==> src/rtl/pigef_pkg.sv <==
// Shared types and constants of the pixel filter.
package pigef_pkg;

    localparam int MAX_WIDTH_DEF = 1024;
    localparam int CH_W          = 8;
    localparam int PIX_W         = 3 * CH_W;
    localparam int COORD_W       = 10;
    localparam int MODE_W        = 2;
    localparam int CFG_IDX_W     = 1;
    localparam int CFG_DATA_W    = 8;

    // filter mode codes
    localparam logic [MODE_W-1:0] MODE_INVERT = 2'd0;
    localparam logic [MODE_W-1:0] MODE_GRAY   = 2'd1;
    localparam logic [MODE_W-1:0] MODE_EMBOSS = 2'd2;

    // configuration register indexes
    localparam logic [CFG_IDX_W-1:0] CFG_FILTER_MODE = 1'd0;
    localparam logic [CFG_IDX_W-1:0] CFG_PEAK_LEVEL  = 1'd1;

    localparam logic [MODE_W-1:0] FILTER_MODE_RST = MODE_INVERT;
    localparam logic [CH_W-1:0]   PEAK_LEVEL_RST  = 8'd255;

    // emboss bias and saturation level
    localparam logic [CH_W-1:0] EMBOSS_MID = 8'd128;
    localparam logic [CH_W-1:0] CH_MAX     = 8'd255;

    // divide by three for sums below 768: (s * 683) >> 11
    localparam logic [10:0] GRAY_RECIP = 11'd683;
    localparam int          GRAY_SHIFT = 11;

    typedef struct packed {
        logic [CH_W-1:0]    in_red;
        logic [CH_W-1:0]    in_green;
        logic [CH_W-1:0]    in_blue;
        logic [COORD_W-1:0] column;
        logic [COORD_W-1:0] row;
    } t_pix_in;

    typedef struct packed {
        logic [CH_W-1:0] out_red;
        logic [CH_W-1:0] out_green;
        logic [CH_W-1:0] out_blue;
    } t_pix_out;

endpackage

==> src/rtl/pigef_out_if.sv <==
// Output pixel channel: valid, ready and the filtered pixel.
interface pigef_out_if;
    logic               valid;
    logic               ready;
    pigef_pkg::t_pix_out data;

    modport source (output valid, output data, input ready);
    modport sink   (input valid, input data, output ready);
endinterface

==> src/rtl/pigef_out_buf.sv <==
// Output register with a skid entry so the input side keeps moving.
module pigef_out_buf (
    input  logic                i_clk,
    input  logic                i_rst_n,
    input  logic                i_push,
    input  pigef_pkg::t_pix_out i_data,
    output logic                o_can_push,
    pigef_out_if.source         o_pix
);

    logic                r_out_valid;
    logic                n_out_valid;
    pigef_pkg::t_pix_out r_out_data;
    pigef_pkg::t_pix_out n_out_data;
    logic                r_skid_valid;
    logic                n_skid_valid;
    pigef_pkg::t_pix_out r_skid_data;
    pigef_pkg::t_pix_out n_skid_data;
    logic                w_out_free;

    assign w_out_free = !r_out_valid || o_pix.ready;
    assign o_can_push = !r_skid_valid;

    // advance the skid entry first, else load or park the new request
    always_comb begin
        n_out_valid  = r_out_valid;
        n_out_data   = r_out_data;
        n_skid_valid = r_skid_valid;
        n_skid_data  = r_skid_data;
        if (w_out_free) begin
            if (r_skid_valid) begin
                n_out_data   = r_skid_data;
                n_out_valid  = 1'b1;
                n_skid_valid = 1'b0;
            end else if (i_push) begin
                n_out_data  = i_data;
                n_out_valid = 1'b1;
            end else begin
                n_out_valid = 1'b0;
            end
        end else if (i_push) begin
            n_skid_data  = i_data;
            n_skid_valid = 1'b1;
        end
    end

    always_ff @(posedge i_clk) begin
        if (!i_rst_n) begin
            r_out_valid  <= 1'b0;
            r_skid_valid <= 1'b0;
        end else begin
            r_out_valid  <= n_out_valid;
            r_skid_valid <= n_skid_valid;
        end
        r_out_data  <= n_out_data;
        r_skid_data <= n_skid_data;
    end

    assign o_pix.valid = r_out_valid;
    assign o_pix.data  = r_out_data;

endmodule

==> src/flat_wrapper.sv <==
// flat-port wrapper written by rule: the top's interface ports become plain ports
module pigef_out_buf_flat 
  (i_clk, i_rst_n, i_push, i_data, o_can_push, o_pix_valid, o_pix_data, o_pix_ready);
  pigef_out_if o_pix_i ();
  input  logic i_clk;
  input  logic i_rst_n;
  input  logic i_push;
  input  pigef_pkg::t_pix_out i_data;
  output logic o_can_push;
  output wire logic [$bits(o_pix_i.valid)-1:0] o_pix_valid;
  output wire logic [$bits(o_pix_i.data)-1:0] o_pix_data;
  input wire logic [$bits(o_pix_i.ready)-1:0] o_pix_ready;
  assign o_pix_valid = o_pix_i.valid;
  assign o_pix_data = o_pix_i.data;
  assign o_pix_i.ready = o_pix_ready;
  pigef_out_buf u_core (.i_clk(i_clk), .i_rst_n(i_rst_n), .i_push(i_push), .i_data(i_data), .o_can_push(o_can_push), .o_pix(o_pix_i));
endmodule
==> config.mk <==
export PLATFORM = sky130hd
export DESIGN_NAME = pigef_out_buf_flat
export DESIGN_NICKNAME = d
export VERILOG_FILES = /design/src/rtl/pigef_pkg.sv /design/src/rtl/pigef_out_if.sv /design/src/rtl/pigef_out_buf.sv /design/src/flat_wrapper.sv
export SDC_FILE = /design/constraint.sdc
export NUM_CORES = 1
export LEC_CHECK = 0
export BUFFER_PORTS_ARGS = -buffer_cell sky130_fd_sc_hd__buf_2
export CORE_MARGIN = 8
export CORE_UTILIZATION = 50
export DETAILED_ROUTE_END_ITERATION = 12
export PLACE_DENSITY = 0.82
export SYNTH_ARGS = -nofsm -noshare
export SYNTH_HDL_FRONTEND = slang
export SYNTH_SLANG_ARGS = --single-unit
==> constraint.sdc <==
create_clock -name i_clk -period 3.8 [get_ports i_clk]
set_input_delay 0.57 -clock i_clk [delete_from_list [all_inputs] [get_ports i_clk]]
set_output_delay 0.57 -clock i_clk [all_outputs]
set_load 0.1 [all_outputs]
**After elaboration in Yosys (flattened, before gate mapping)**

Index checks and enable logic that the tools add are counted.

- Flip-flop bits (word level): 50
- Output and inout port bits: 26
- Logic and storage cells: 21

- Multiplexer cells: 4
- Bitwise operators: 2
- Reductions and logical operators: 7

Operator list:

| cell | number |
|---|---|
| $mux W24 | 2 |
| $reduce_and A2 Y1 | 2 |
| $logic_not A1 Y1 | 2 |
| $mux W1 | 2 |
| $not A1 Y1 | 2 |
| $reduce_bool A2 Y1 | 1 |
| $reduce_or A2 Y1 | 1 |
| $logic_or A1 B1 Y1 | 1 |

**Depth between registers and ports, before layout**

- Word-level depth: 4
- Depth in mapped cells: 3

**Worst setup path after synthesis**

Ideal clock, no wire load.

- Path type: reg-to-reg
- From: register u_core.r_out_valid (netlist: u_core.o_pix.valid)
- To: register u_core.r_out_data, in the netlist u_core.o_pix.data[0], enable pin
- Setup time: 0.405 ns
- Arrival time: 1.982 ns
- Required time: 3.395 ns
- Path slack: 1.413 ns
- Stages on the path, launching flop included: 3
- Clock period less this slack: 2.387 ns
- Cell sequence: dfxtp_1 nor2b_1 nor2_1

- Word-level cells in the longest chain between the ends: 3

RTL lines:

| what | line | text |
|---|---|---|
| start: declaration | pigef_out_buf.sv:11 | `logic r_out_valid;` |
| start signal: assignment | pigef_out_buf.sv:52 | `r_out_valid <= n_out_valid;` |
| $logic_not A1 Y1 | pigef_out_buf.sv:21 | `assign w_out_free = !r_out_valid \|\| o_pix.ready;` |
| $logic_or A1 B1 Y1 | pigef_out_buf.sv:21 |  |
| $reduce_and A2 Y1 (no source line) | -- |  |
| end signal: assignment | pigef_out_buf.sv:55 | `r_out_data <= n_out_data;` |
| end: declaration | pigef_out_buf.sv:13 | `pigef_pkg::t_pix_out r_out_data;` |

Every way passes these cells.
A chain may end at the register's enable or synchronous reset.

**Worst setup path after layout**

- From: register u_core.r_skid_valid
- To: output o_can_push

- Word-level cells in the longest chain between the ends: 1

RTL lines:

| what | line | text |
|---|---|---|
| start: declaration | pigef_out_buf.sv:15 | `logic r_skid_valid;` |
| start signal: assignment | pigef_out_buf.sv:53 | `r_skid_valid <= n_skid_valid;` |
| $logic_not A1 Y1 | pigef_out_buf.sv:22 | `assign o_can_push = !r_skid_valid;` |
| end: declaration | flat_wrapper.sv:9 | `output logic o_can_push;` |

Every way passes these cells.

==> run metrics <==
fin crit share=0.526; sum of negative setup slack=0 ps; CP Max Fanout=26; core area=3660 um^2; Reg2Reg Depth=2; hold-critical path endpoint=u_core.r_skid_data[23]$_DFFE_PP_; area leader, netlist=edfxtp_1; area share of the largest cell type after synthesis=0.754; Reg power frac=0.532; syn_area_per_cell=22.8 um^2; launch point of the worst hold path=i_data[23]; vias post-DR=920; Cell Int Power=872 uW; status=finished clean; Post-CTS Setup Bufs=0; largest net degree at the start of global routing=27; Synth warnings=0; register area share after synthesis=0.775; die width=77.8 um; Clk network pwr share=0.298; number of antenna violations at the first check in global routing=0; post-cts repair resize count=0; Final min period=2000 ps; Sw Share=0.275; die area=6060 um^2; Hold-fix buffers, CTS=0; Max Root-Sink Buffers=2; synth unique cells=12; Pleak=0.000897 uW; max_cap viols=0; overall global routing resource usage=0.105; share of layout cells above drive strength 1=0.601; Worst-path clk slew=about 80 ps; FF-to-FF setup slack=1980 ps; per-cell routed wire length=16.3 um; DRT iter0 DRCs=37; Net Count, Synth=approximately 110; vias in the first global route=1,046; synthesized area=roughly 1900 um^2; worst rel slew slack=0.242; final wirelength=3.12 mm; Antenna Violating Nets Remaining=0; DRC=0; hold_ws=458 ps; commonest cells after routing, fill and taps aside=buf_2 (53), edfxtp_1 (48), mux2_4 (18); Num Clock Sinks=50; NetSw=between 300 and 400 uW; Critical Path Sink Type=primary output; Min-Delay Path Class=in -> reg; Nets=170; Vias/cell=4.82; endpoints failing setup=0; # H-tree levels=2; Synth area leaders=edfxtp_1 (75%), mux2_4 (14%), mux2_2 (3.5%); worst skew pair latency=300 ps; Ports=54; drt pass-1 iters=4; Worst setup SP type=register; port buffer count=53; Cell Rows=22; DPL Wire Length=2.31 mm; Post-Synthesis Cells=84; Slew Viols, Final=0; Crit Path Category=reg -> out; IR drop worst, VDD=0.000370 V; commonest non-fill, non-tap cell in the layout=buf_2; area grow syn2layout=20.6%; remaining global-route overflow=0; Max Freq=between 500 and 600 MHz; RSZ-0062 raised after global routing=no; Root Buffer=clkbuf_8; PwrDens=522 nW/um^2; WHS Path Cells=1; #FFs+latches synth=50; global-route wire length before repair=4.86 mm; Chip Height=a little under 80 um; reg2reg end=u_core.r_skid_data[10]$_DFFE_PP_; Starting Density=0.522; combinational power share=0.170; Hold Vio Cnt, Final=0; Slew @ Worst Pin=1140 ps; GPL Wtd Cong=0.673; required time of the critical path=3230 ps; TritonCTS clock tree=built; CP arrival=~1400 ps; Ant. Diodes=0; clock skew=7.69 ps; Num CTS Buffers=5; FF-to-FF Start=u_core.o_pix.valid$_SDFFE_PN0P_
[how the worst max path moves through the flow]
stage                                          start                               to  slack (ps)  depth (start not counted)
floorplan            u_core.o_pix.valid$_SDFFE_PN0P_   u_core.o_pix.data[0]$_DFFE_PP_        1410                          2
global placement                         o_pix_ready  u_core.r_skid_data[6]$_DFFE_PP_        1720                          3
detailed placement                       o_pix_ready  u_core.r_skid_data[6]$_DFFE_PP_        1640                          3
CTS                 u_core.r_skid_valid$_SDFFE_PP0P_                       o_can_push        1800                          3
global route        u_core.r_skid_valid$_SDFFE_PP0P_                       o_can_push        1720                          3
finish              u_core.r_skid_valid$_SDFFE_PP0P_                       o_can_push        1800                          3
[power groups by stage]
stage          clock, uW  combinational, uW  sequential (uW)
6_report             358                205              640
5_1_grt              384                211              642
4_1_cts              368                207              640
2_1_floorplan          0               37.0              782
3_3_place_gp           0                204              651
3_5_place_dp           0                207              652
[routing by layer]
layer  track usage  part of all wire  vias to the layer above
li1              -                 -                      440
met1         0.100              0.36                      442
met2         0.185              0.55                       30
met3        0.0346             0.057                        8
met4        0.0736             0.028                        0
met5             0                 0                        -
[registers in the layout, indices dropped and copies added, names as in the netlist]
| register | count |
|---|---|
| u_core.o_pix.valid | 1 |
| u_core.r_skid_valid | 1 |
| u_core.r_skid_data | 24 |
| u_core.o_pix.data | 24 |
[kinds of logic after synthesis]
family	synth area share
buf+inv	0.0288
mux	0.177
compound gates	0.00458
simple gates	0.0151
flops	0.775
[cells in the mapped netlist]
master	n
mux2_4	18
buf_12	2
o31a_1	1
nor2_1	2
dfxtp_1	2
inv_1	1
and2_1	1
nor2b_1	1
mux2_2	6
buf_6	1
and3b_1	1
edfxtp_1	48
[stage by stage]
stage	setup slack (ps)	total power [uW]	util	instance area [um^2]	cells
detailed placement	1640	859	0.600	2200	183
floorplan	1410	819	-	1910	84
finish	1800	1200	0.630	2310	191
CTS	1800	1210	0.630	2310	191
global route	1720	1240	0.630	2310	191
global placement	1720	855	0.600	2200	183
[worst max-delay path: stages, from the launching register on]
cell     delay (ps)
dfxtp_1         340
buf_4           380
inv_1            90
buf_2           310
[layout make-up]
type / count / area [um^2]
clock inverters: 2 / 37.5
inverters: 1 / 3.75
repair buffers: 54 / 273
clock buffers: 6 / 72.6
flip-flops and latches: 50 / 1480
multi-input cells: 30 / 378
well taps: 48 / 60.1
fillers: 273 / 1360
Power figures use the tool's default switching activity.
