**config.mk**
```make
export PLATFORM = sky130hd
export DESIGN_NAME = pigef_filter
export DESIGN_NICKNAME = d
export VERILOG_FILES = /design/src/rtl/pigef_pkg.sv /design/src/rtl/pigef_filter.sv
export SDC_FILE = /design/constraint.sdc
export NUM_CORES = 1
export LEC_CHECK = 0
export ABC_AREA = 1
export BUFFER_PORTS_ARGS = -buffer_cell sky130_fd_sc_hd__buf_2
export CAP_MARGIN = 5
export CORE_MARGIN = 2
export CORE_UTILIZATION = 40
export DETAILED_ROUTE_END_ITERATION = 12
export PLACE_DENSITY = 0.68
export SLEW_MARGIN = 10
export SYNTH_ARGS = -nofsm -noshare
export SYNTH_HDL_FRONTEND = slang
export SYNTH_SLANG_ARGS = --single-unit
export TNS_END_PERCENT = 50
```
**constraint.sdc**
```tcl
create_clock -name vclk -period 27.2
set_input_delay 5.44 -clock vclk [all_inputs]
set_output_delay 5.44 -clock vclk [all_outputs]
set_load 0.01 [all_outputs]
```
**src/rtl/pigef_pkg.sv**
```systemverilog
// Shared types and constants of the pixel filter.
package pigef_pkg;

    localparam int MAX_WIDTH_DEF = 1024;
    localparam int CH_W          = 8;
    localparam int PIX_W         = 3 * CH_W;
    localparam int COORD_W       = 10;
    localparam int MODE_W        = 2;
    localparam int CFG_IDX_W     = 1;
    localparam int CFG_DATA_W    = 8;

    // filter mode codes
    localparam logic [MODE_W-1:0] MODE_INVERT = 2'd0;
    localparam logic [MODE_W-1:0] MODE_GRAY   = 2'd1;
    localparam logic [MODE_W-1:0] MODE_EMBOSS = 2'd2;

    // configuration register indexes
    localparam logic [CFG_IDX_W-1:0] CFG_FILTER_MODE = 1'd0;
    localparam logic [CFG_IDX_W-1:0] CFG_PEAK_LEVEL  = 1'd1;

    localparam logic [MODE_W-1:0] FILTER_MODE_RST = MODE_INVERT;
    localparam logic [CH_W-1:0]   PEAK_LEVEL_RST  = 8'd255;

    // emboss bias and saturation level
    localparam logic [CH_W-1:0] EMBOSS_MID = 8'd128;
    localparam logic [CH_W-1:0] CH_MAX     = 8'd255;

    // divide by three for sums below 768: (s * 683) >> 11
    localparam logic [10:0] GRAY_RECIP = 11'd683;
    localparam int          GRAY_SHIFT = 11;

    typedef struct packed {
        logic [CH_W-1:0]    in_red;
        logic [CH_W-1:0]    in_green;
        logic [CH_W-1:0]    in_blue;
        logic [COORD_W-1:0] column;
        logic [COORD_W-1:0] row;
    } t_pix_in;

    typedef struct packed {
        logic [CH_W-1:0] out_red;
        logic [CH_W-1:0] out_green;
        logic [CH_W-1:0] out_blue;
    } t_pix_out;

endpackage

```
**src/rtl/pigef_filter.sv**
```systemverilog
// Per-pixel datapath: invert, grayscale and upper-left emboss.
module pigef_filter (
    input  pigef_pkg::t_pix_in                i_pix,
    input  logic [pigef_pkg::PIX_W-1:0]       i_upper_left,
    input  logic [pigef_pkg::MODE_W-1:0]      i_mode,
    input  logic [pigef_pkg::CH_W-1:0]        i_peak_level,
    output pigef_pkg::t_pix_out               o_pix
);

    function automatic logic [pigef_pkg::CH_W-1:0] level_gap(
        input logic [pigef_pkg::CH_W-1:0] a,
        input logic [pigef_pkg::CH_W-1:0] b
    );
        return (a > b) ? (a - b) : (b - a);
    endfunction

    function automatic logic [pigef_pkg::CH_W-1:0] mag(input logic signed [8:0] d);
        logic signed [8:0] m;
        m = d[8] ? -d : d;
        return m[7:0];
    endfunction

    logic [9:0]        w_sum;
    logic [20:0]       w_prod;
    logic [7:0]        w_gray;
    logic signed [8:0] w_dr;
    logic signed [8:0] w_dg;
    logic signed [8:0] w_db;
    logic signed [8:0] w_best;
    logic signed [9:0] w_biased;
    logic [7:0]        w_emboss;

    // grayscale: channel sum times reciprocal of three
    assign w_sum  = 10'(i_pix.in_red) + 10'(i_pix.in_green) + 10'(i_pix.in_blue);
    assign w_prod = 21'(w_sum) * 21'(pigef_pkg::GRAY_RECIP);
    assign w_gray = w_prod[pigef_pkg::GRAY_SHIFT +: pigef_pkg::CH_W];

    // emboss: signed differences against the upper-left pixel
    assign w_dr = $signed({1'b0, i_pix.in_red})   - $signed({1'b0, i_upper_left[23:16]});
    assign w_dg = $signed({1'b0, i_pix.in_green}) - $signed({1'b0, i_upper_left[15:8]});
    assign w_db = $signed({1'b0, i_pix.in_blue})  - $signed({1'b0, i_upper_left[7:0]});

    // pick the largest magnitude, red wins ties, then green
    always_comb begin
        w_best = w_dr;
        if (mag(w_dg) > mag(w_best)) begin
            w_best = w_dg;
        end
        if (mag(w_db) > mag(w_best)) begin
            w_best = w_db;
        end
    end

    assign w_biased = 10'(w_best) + $signed({2'b00, pigef_pkg::EMBOSS_MID});

    // clamp to the channel range; border pixels give the midpoint
    always_comb begin
        if (i_pix.column == '0 || i_pix.row == '0) begin
            w_emboss = pigef_pkg::EMBOSS_MID;
        end else if (w_biased < 0) begin
            w_emboss = '0;
        end else if (w_biased > $signed({2'b00, pigef_pkg::CH_MAX})) begin
            w_emboss = pigef_pkg::CH_MAX;
        end else begin
            w_emboss = w_biased[7:0];
        end
    end

    // select the mode; the undefined code gives black
    always_comb begin
        case (i_mode)
            pigef_pkg::MODE_INVERT: begin
                o_pix.out_red   = level_gap(i_pix.in_red, i_peak_level);
                o_pix.out_green = level_gap(i_pix.in_green, i_peak_level);
                o_pix.out_blue  = level_gap(i_pix.in_blue, i_peak_level);
            end
            pigef_pkg::MODE_GRAY: begin
                o_pix.out_red   = w_gray;
                o_pix.out_green = w_gray;
                o_pix.out_blue  = w_gray;
            end
            pigef_pkg::MODE_EMBOSS: begin
                o_pix.out_red   = w_emboss;
                o_pix.out_green = w_emboss;
                o_pix.out_blue  = w_emboss;
            end
            default: begin
                o_pix = '0;
            end
        endcase
    end

endmodule

```
Yosys cells after proc, flatten, opt, wreduce, memory -nomap -nowiden
Index checks and enable logic that the tools add are counted.
{ "word_totals": {"elab_cells": 43, "ff_bits": 0} }
{ "op_classes": {"mux": 13, "n_mul": 1, "n_lt_le_gt_ge": 7, "n_eq_ne": 2, "add_sub_neg": 16, "reduce_logical": 4} }
{ "ops": {"columns": ["op", "count"], "rows": [
  ["8-bit two-way mux", 10],
  ["24-bit case mux with 3 select lines", 1],
  ["8-bit subtractor", 6],
  ["8-bit > comparator", 5],
  ["8-bit negation", 4],
  ["8-bit by 8-bit subtractor with 9-bit output", 3],
  ["10-bit zero test", 2],
  ["10-bit by 10-bit multiplier with 19-bit output, second input constant", 1],
  ["9-bit two-way mux", 2],
  ["9-bit by 8-bit adder with 10-bit output", 1],
  ["9-bit by 9-bit adder with 10-bit output, second input constant", 1],
  ["10-bit by 9-bit > comparator with 1-bit output, second input constant", 1],
  ["10-bit by 1-bit less-than comparator with 1-bit output, second input constant", 1],
  ["8-bit by 8-bit adder with 9-bit output", 1],
  ["2-bit by 1-bit == test with 1-bit output, second input constant", 1],
  ["2-bit == test, second input constant", 1],
  ["2-bit zero test", 1],
  ["1-bit logical OR", 1]
]} }

Depth between registers and ports, before layout
Gate-level depths: netlist of the first run.
{ "logic_depth": {"word_depth": 15, "depth_mapped": 42, "mapped_depth_nobuf": 41} }

Worst setup path after synthesis of the first run
OpenSTA, ideal clock, no wires.
{ "synth_path": {"path_type": "input to output", "startpoint": "in i_pix[23] (netlist bit)", "endpoint": "out o_pix[14] (netlist bit)", "stages": 25, "arrival_ps": 10621, "slack_ps": 11139, "path_cell_list": "fa_1 ha_1 a21oi_1 nand2_1 a21oi_1 o21ai_0 nand2_1 nand2_1 a21oi_1 xor2_1 ha_1 ha_1 fa_1 fa_1 fa_1 ha_1 a21oi_1 nor2_1 nor2_1 inv_1 a21oi_1 nand2_1 a21boi_0 o21ai_0 nand3_1"} }
{ "synth_lines": {"columns": ["element", "line", "text"], "rows": [
  ["from (decl)", "pigef_filter.sv:3", "input pigef_pkg::t_pix_in i_pix,"],
  ["to (decl)", "pigef_filter.sv:7", "output pigef_pkg::t_pix_out o_pix"]
]} }

==> metrics, run 1 <==
Setup CP Type=in -> out; Post-Syn Instances=approximately 1.1k; kind of launch point of the worst setup path=input port; vias post-DR=7338; Area after DPL=around 0.008 sq mm; final period utilization=62.2%; GR Overflow Total=0; final count of negative-setup-slack endpoints=0; minimum clock period after layout=roughly 17 ns; largest net degree at the start of global routing=25; GR peak layer=met2; syn nets=1390; Fin Setup TNS=0 ns; Reg area=0 sq um; drt wl/cell=about 14 um; top post-synthesis cells by count=nand2_1, inv_1, ha_1, nand3_1, a21oi_1; ANT cells=0; gr usage total=21.7%; worst hold-check path type=in -> out; outcome=complete, no violations; vias in the first global route=about 6.7k; M2 GR Usage=a little under two fifths; Mapped Area=about 0.007 sq mm; Crit path required time=~22 ns; DRC=0; # hold bufs at CTS=0; CP delay by family, top=adder cells; antenna violations before repair=0; share of layout cells above drive strength 1=11.1%; Final Max Slew Viols=0; 1st-pass router iterations=5; Rel. slew slack=between 50% and 60%; num sequential=0; gpl congestion=~0.98; initial drt markers=between 400 and 500; Core Area=between 0.015 and 0.02 sq mm; Ports=about 100; DPL Wire Length=around 19 mm; max-cap violations=0; die area=approximately 0.019 sq mm; WP data arrival=between 10 and 15 ns; Yosys top cell by area=ha_1; final WL=20.8 mm; CP most frequent cell=a21oi_1; met3 Track Usage GR=2.35%; Syn-to-layout area delta=10.4%; share of the synthesized area in the top cell type=a little over a quarter; num rows=48; Worst Tran Pin Value=slightly above 0.6 ns; port buffer count=between 100 and 150; final-layout clock buffer total=0; die height=138 um; most frequent cell after synthesis=nand2_1; Worst setup EP type=output port; RSZ-0062 raised after global routing=no; Worst Path Buf+Inv=3; fillcell total=roughly 1.8k; Yosys cell types=39; Seq/Total Area, Yosys=0%; Final Hold Viols=0; Mean Syn Cell Area=between 6 and 7 sq um; Design Area, Final=0.00788 sq mm; CP max FO=4; Nets=about 1.5k; first-pass GRT wire length=between 30 and 40 mm; max incr delay on CP=between 0.5 and 0.6 ns; chip width=roughly 140 um; Post-CTS Setup Repair Bufs=0; M1 GR Usage=30.6%; Syn. warnings=0; initial core utilization=around two fifths; vias per std cell=5.11; post_cts resized=0; Routed Antenna Nets=0; Critical-path top delay cell=fa_1; largest cells by area after synthesis=ha_1, nand2_1, inv_1; Max Freq=approximately 59 MHz
[worst paths after layout]
path | depth (start not counted) | slack (ns) | startpoint | endpoint
setup / recovery | 26 | 10.29 | i_pix[23] | o_pix[22]
hold / removal | 5 | 11.42 | i_mode[0] | o_pix[7]
[layer usage]
| metal | share of wire (%) | vias up |
|---|---|---|
| li1 | - | 3818 |
| met1 | 49 | 3305 |
| met2 | 44 | 200 |
| met3 | 5.6 | 15 |
| met4 | 1.0 | 0 |
| met5 | 0 | - |
[cell families (layout without fill, tap and decap cells)]
family / Yosys count / count (layout) / synth area share, %
compound gates: 175 / 175 / 13.9
buf+inv: 229 / 322 / 12.3
simple gates: 460 / 460 / 28.3
fa+ha+maj: 193 / 193 / 37.9
xor+xnor: 62 / 62 / 7.60
[placed cells by master (no fill, tap or decap), types with 10 or more instances in the layout]
cell type  count
nor3_1        10
fa_1          39
ha_1         154
o21ai_0       58
inv_1        218
nand3_1       89
nand2_2       12
xor2_1        49
buf_2        102
nand4_1       15
nor2_1        53
xnor2_1       13
a21oi_1       72
nand2_1      257
[layout make-up]
class | count | area (sq um) | area share, %
multi-input combinational | 890 | 6260 | 79.4
inverter | 219 | 822 | 10.4
timing repair buffer | 103 | 518 | 6.57
tap | 225 | 282 | 3.57
[stage by stage]
stage               hold WS [ns]  cells  utilization (%)  worst slack, ns
floorplan                  11.12   1119                -            11.14
global placement           11.43   1437             45.4            10.36
detailed placement         11.42   1437             45.4            10.27
CTS                        11.42   1437             45.4            10.27
global route               11.46   1437             45.4             9.65
finish                     11.42   1437             45.4            10.29
Power of run 1 is left out: the tool's default activity adds up to more than one toggle a clock period on the data nets, which glitch-free logic cannot reach.
==> inputs of run 2 (changes only) <==
clock period = 16.4 ns   (was 27.2 ns; I/O delays follow)
==> metrics, run 2 (same netlist as run 1, synthesis figures left out) <==
outcome=complete, no violations; DRC=0; WP data arrival=9.32 ns; vias in the first global route=just under 7k; 1st-pass router iterations=5; Reg area=0 sq um; initial drt markers=536; final period utilization=76.9%; Crit path required time=about 13 ns; first-pass GRT wire length=between 30 and 40 mm; Worst setup EP type=output port; max incr delay on CP=between 0.5 and 0.6 ns; max-cap violations=0; Post-CTS Setup Repair Bufs=0; gpl congestion=a little under 1; vias post-DR=7344; chip width=about 140 um; Routed Antenna Nets=0; GR Overflow Total=0; final WL=around 21 mm; Ports=roughly 100; most frequent cells in the layout=nand2_1, inv_1, ha_1, buf_2, nand3_1; Critical-path top delay cell=fa_1; largest net degree at the start of global routing=25; Worst Tran Pin Value=between 0.6 and 0.7 ns; vias per std cell=around 5.1; num rows=48; CP most frequent cell=a21oi_1; gr usage total=roughly 22%; port buffer count=~100; final-layout clock buffer total=0; Nets=~1.5k; num sequential=0; Final Max Slew Viols=0; Rel. slew slack=between 50 and 60%; drt wl/cell=about 15 um; ANT cells=0; most common cell after layout, fill and taps aside=nand2_1; Final Hold Viols=0; DPL Wire Length=approximately 19 mm; CP max FO=4; Setup CP Type=in -> out; initial core utilization=~40%; worst hold-check path type=in -> out; # hold bufs at CTS=0; final count of negative-setup-slack endpoints=0; RSZ-0062 raised after global routing=no; kind of launch point of the worst setup path=input port; Core Area=0.0174 sq mm; die height=between 100 and 150 um; share of layout cells above drive strength 1=11.1%; Max Freq=~79 MHz; die area=about 0.019 sq mm; post_cts resized=0; antenna violations before repair=0; Syn-to-layout area delta=10.4%; minimum clock period after layout=between 10 and 15 ns; fillcell total=around 1.9k; Fin Setup TNS=0 ns
[run 2: per-layer routing]
layer / vias to the layer above / share of wire, % / global-route usage [%]
li1: 3821 / - / -
met1: 3279 / 49 / 31.8
met2: 209 / 43 / 35.4
met3: 35 / 5.1 / 1.58
met4: 0 / 2.6 / 5.44
met5: - / 0 / 0
[run 2: path summary, 6_finish.rpt]
path | startpoint | to | slack (ns) | cells past startpoint
max | i_pix[23] | o_pix[6] | 3.80 | 26
min | i_mode[0] | o_pix[7] | 7.09 | 5
[run 2: final cells by class]
| class | count | area, sq um | area share (%) |
|---|---|---|---|
| inverters | 219 | 822 | 10.4 |
| multi-input cells | 890 | 6260 | 79.4 |
| well taps | 225 | 282 | 3.57 |
| repair buffers | 103 | 518 | 6.57 |
[run 2: metrics by stage]
step / instance area (sq um) / worst slack [ns] / utilization [%] / hold slack (ns) / cells
floorplan: 7140 / 4.66 / - / 6.80 / 1119
global placement: 7880 / 3.88 / 45.4 / 7.11 / 1437
detailed placement: 7880 / 3.78 / 45.4 / 7.10 / 1437
CTS: 7880 / 3.79 / 45.4 / 7.10 / 1437
global route: 7880 / 3.09 / 45.4 / 7.13 / 1437
finish: 7880 / 3.80 / 45.4 / 7.09 / 1437
[run 2: worst max-delay path: cells and delay by family]
family / cells / cell delay, ns
adder cells (fa/ha/maj): 8 / 3.27
AO/OA/AOI/OAI: 7 / 1.27
AND/OR/NAND/NOR: 7 / 0.61
XOR/XNOR: 1 / 0.52
buffers and inverters: 3 / 0.35
Power of run 2 is left out for the same reason.
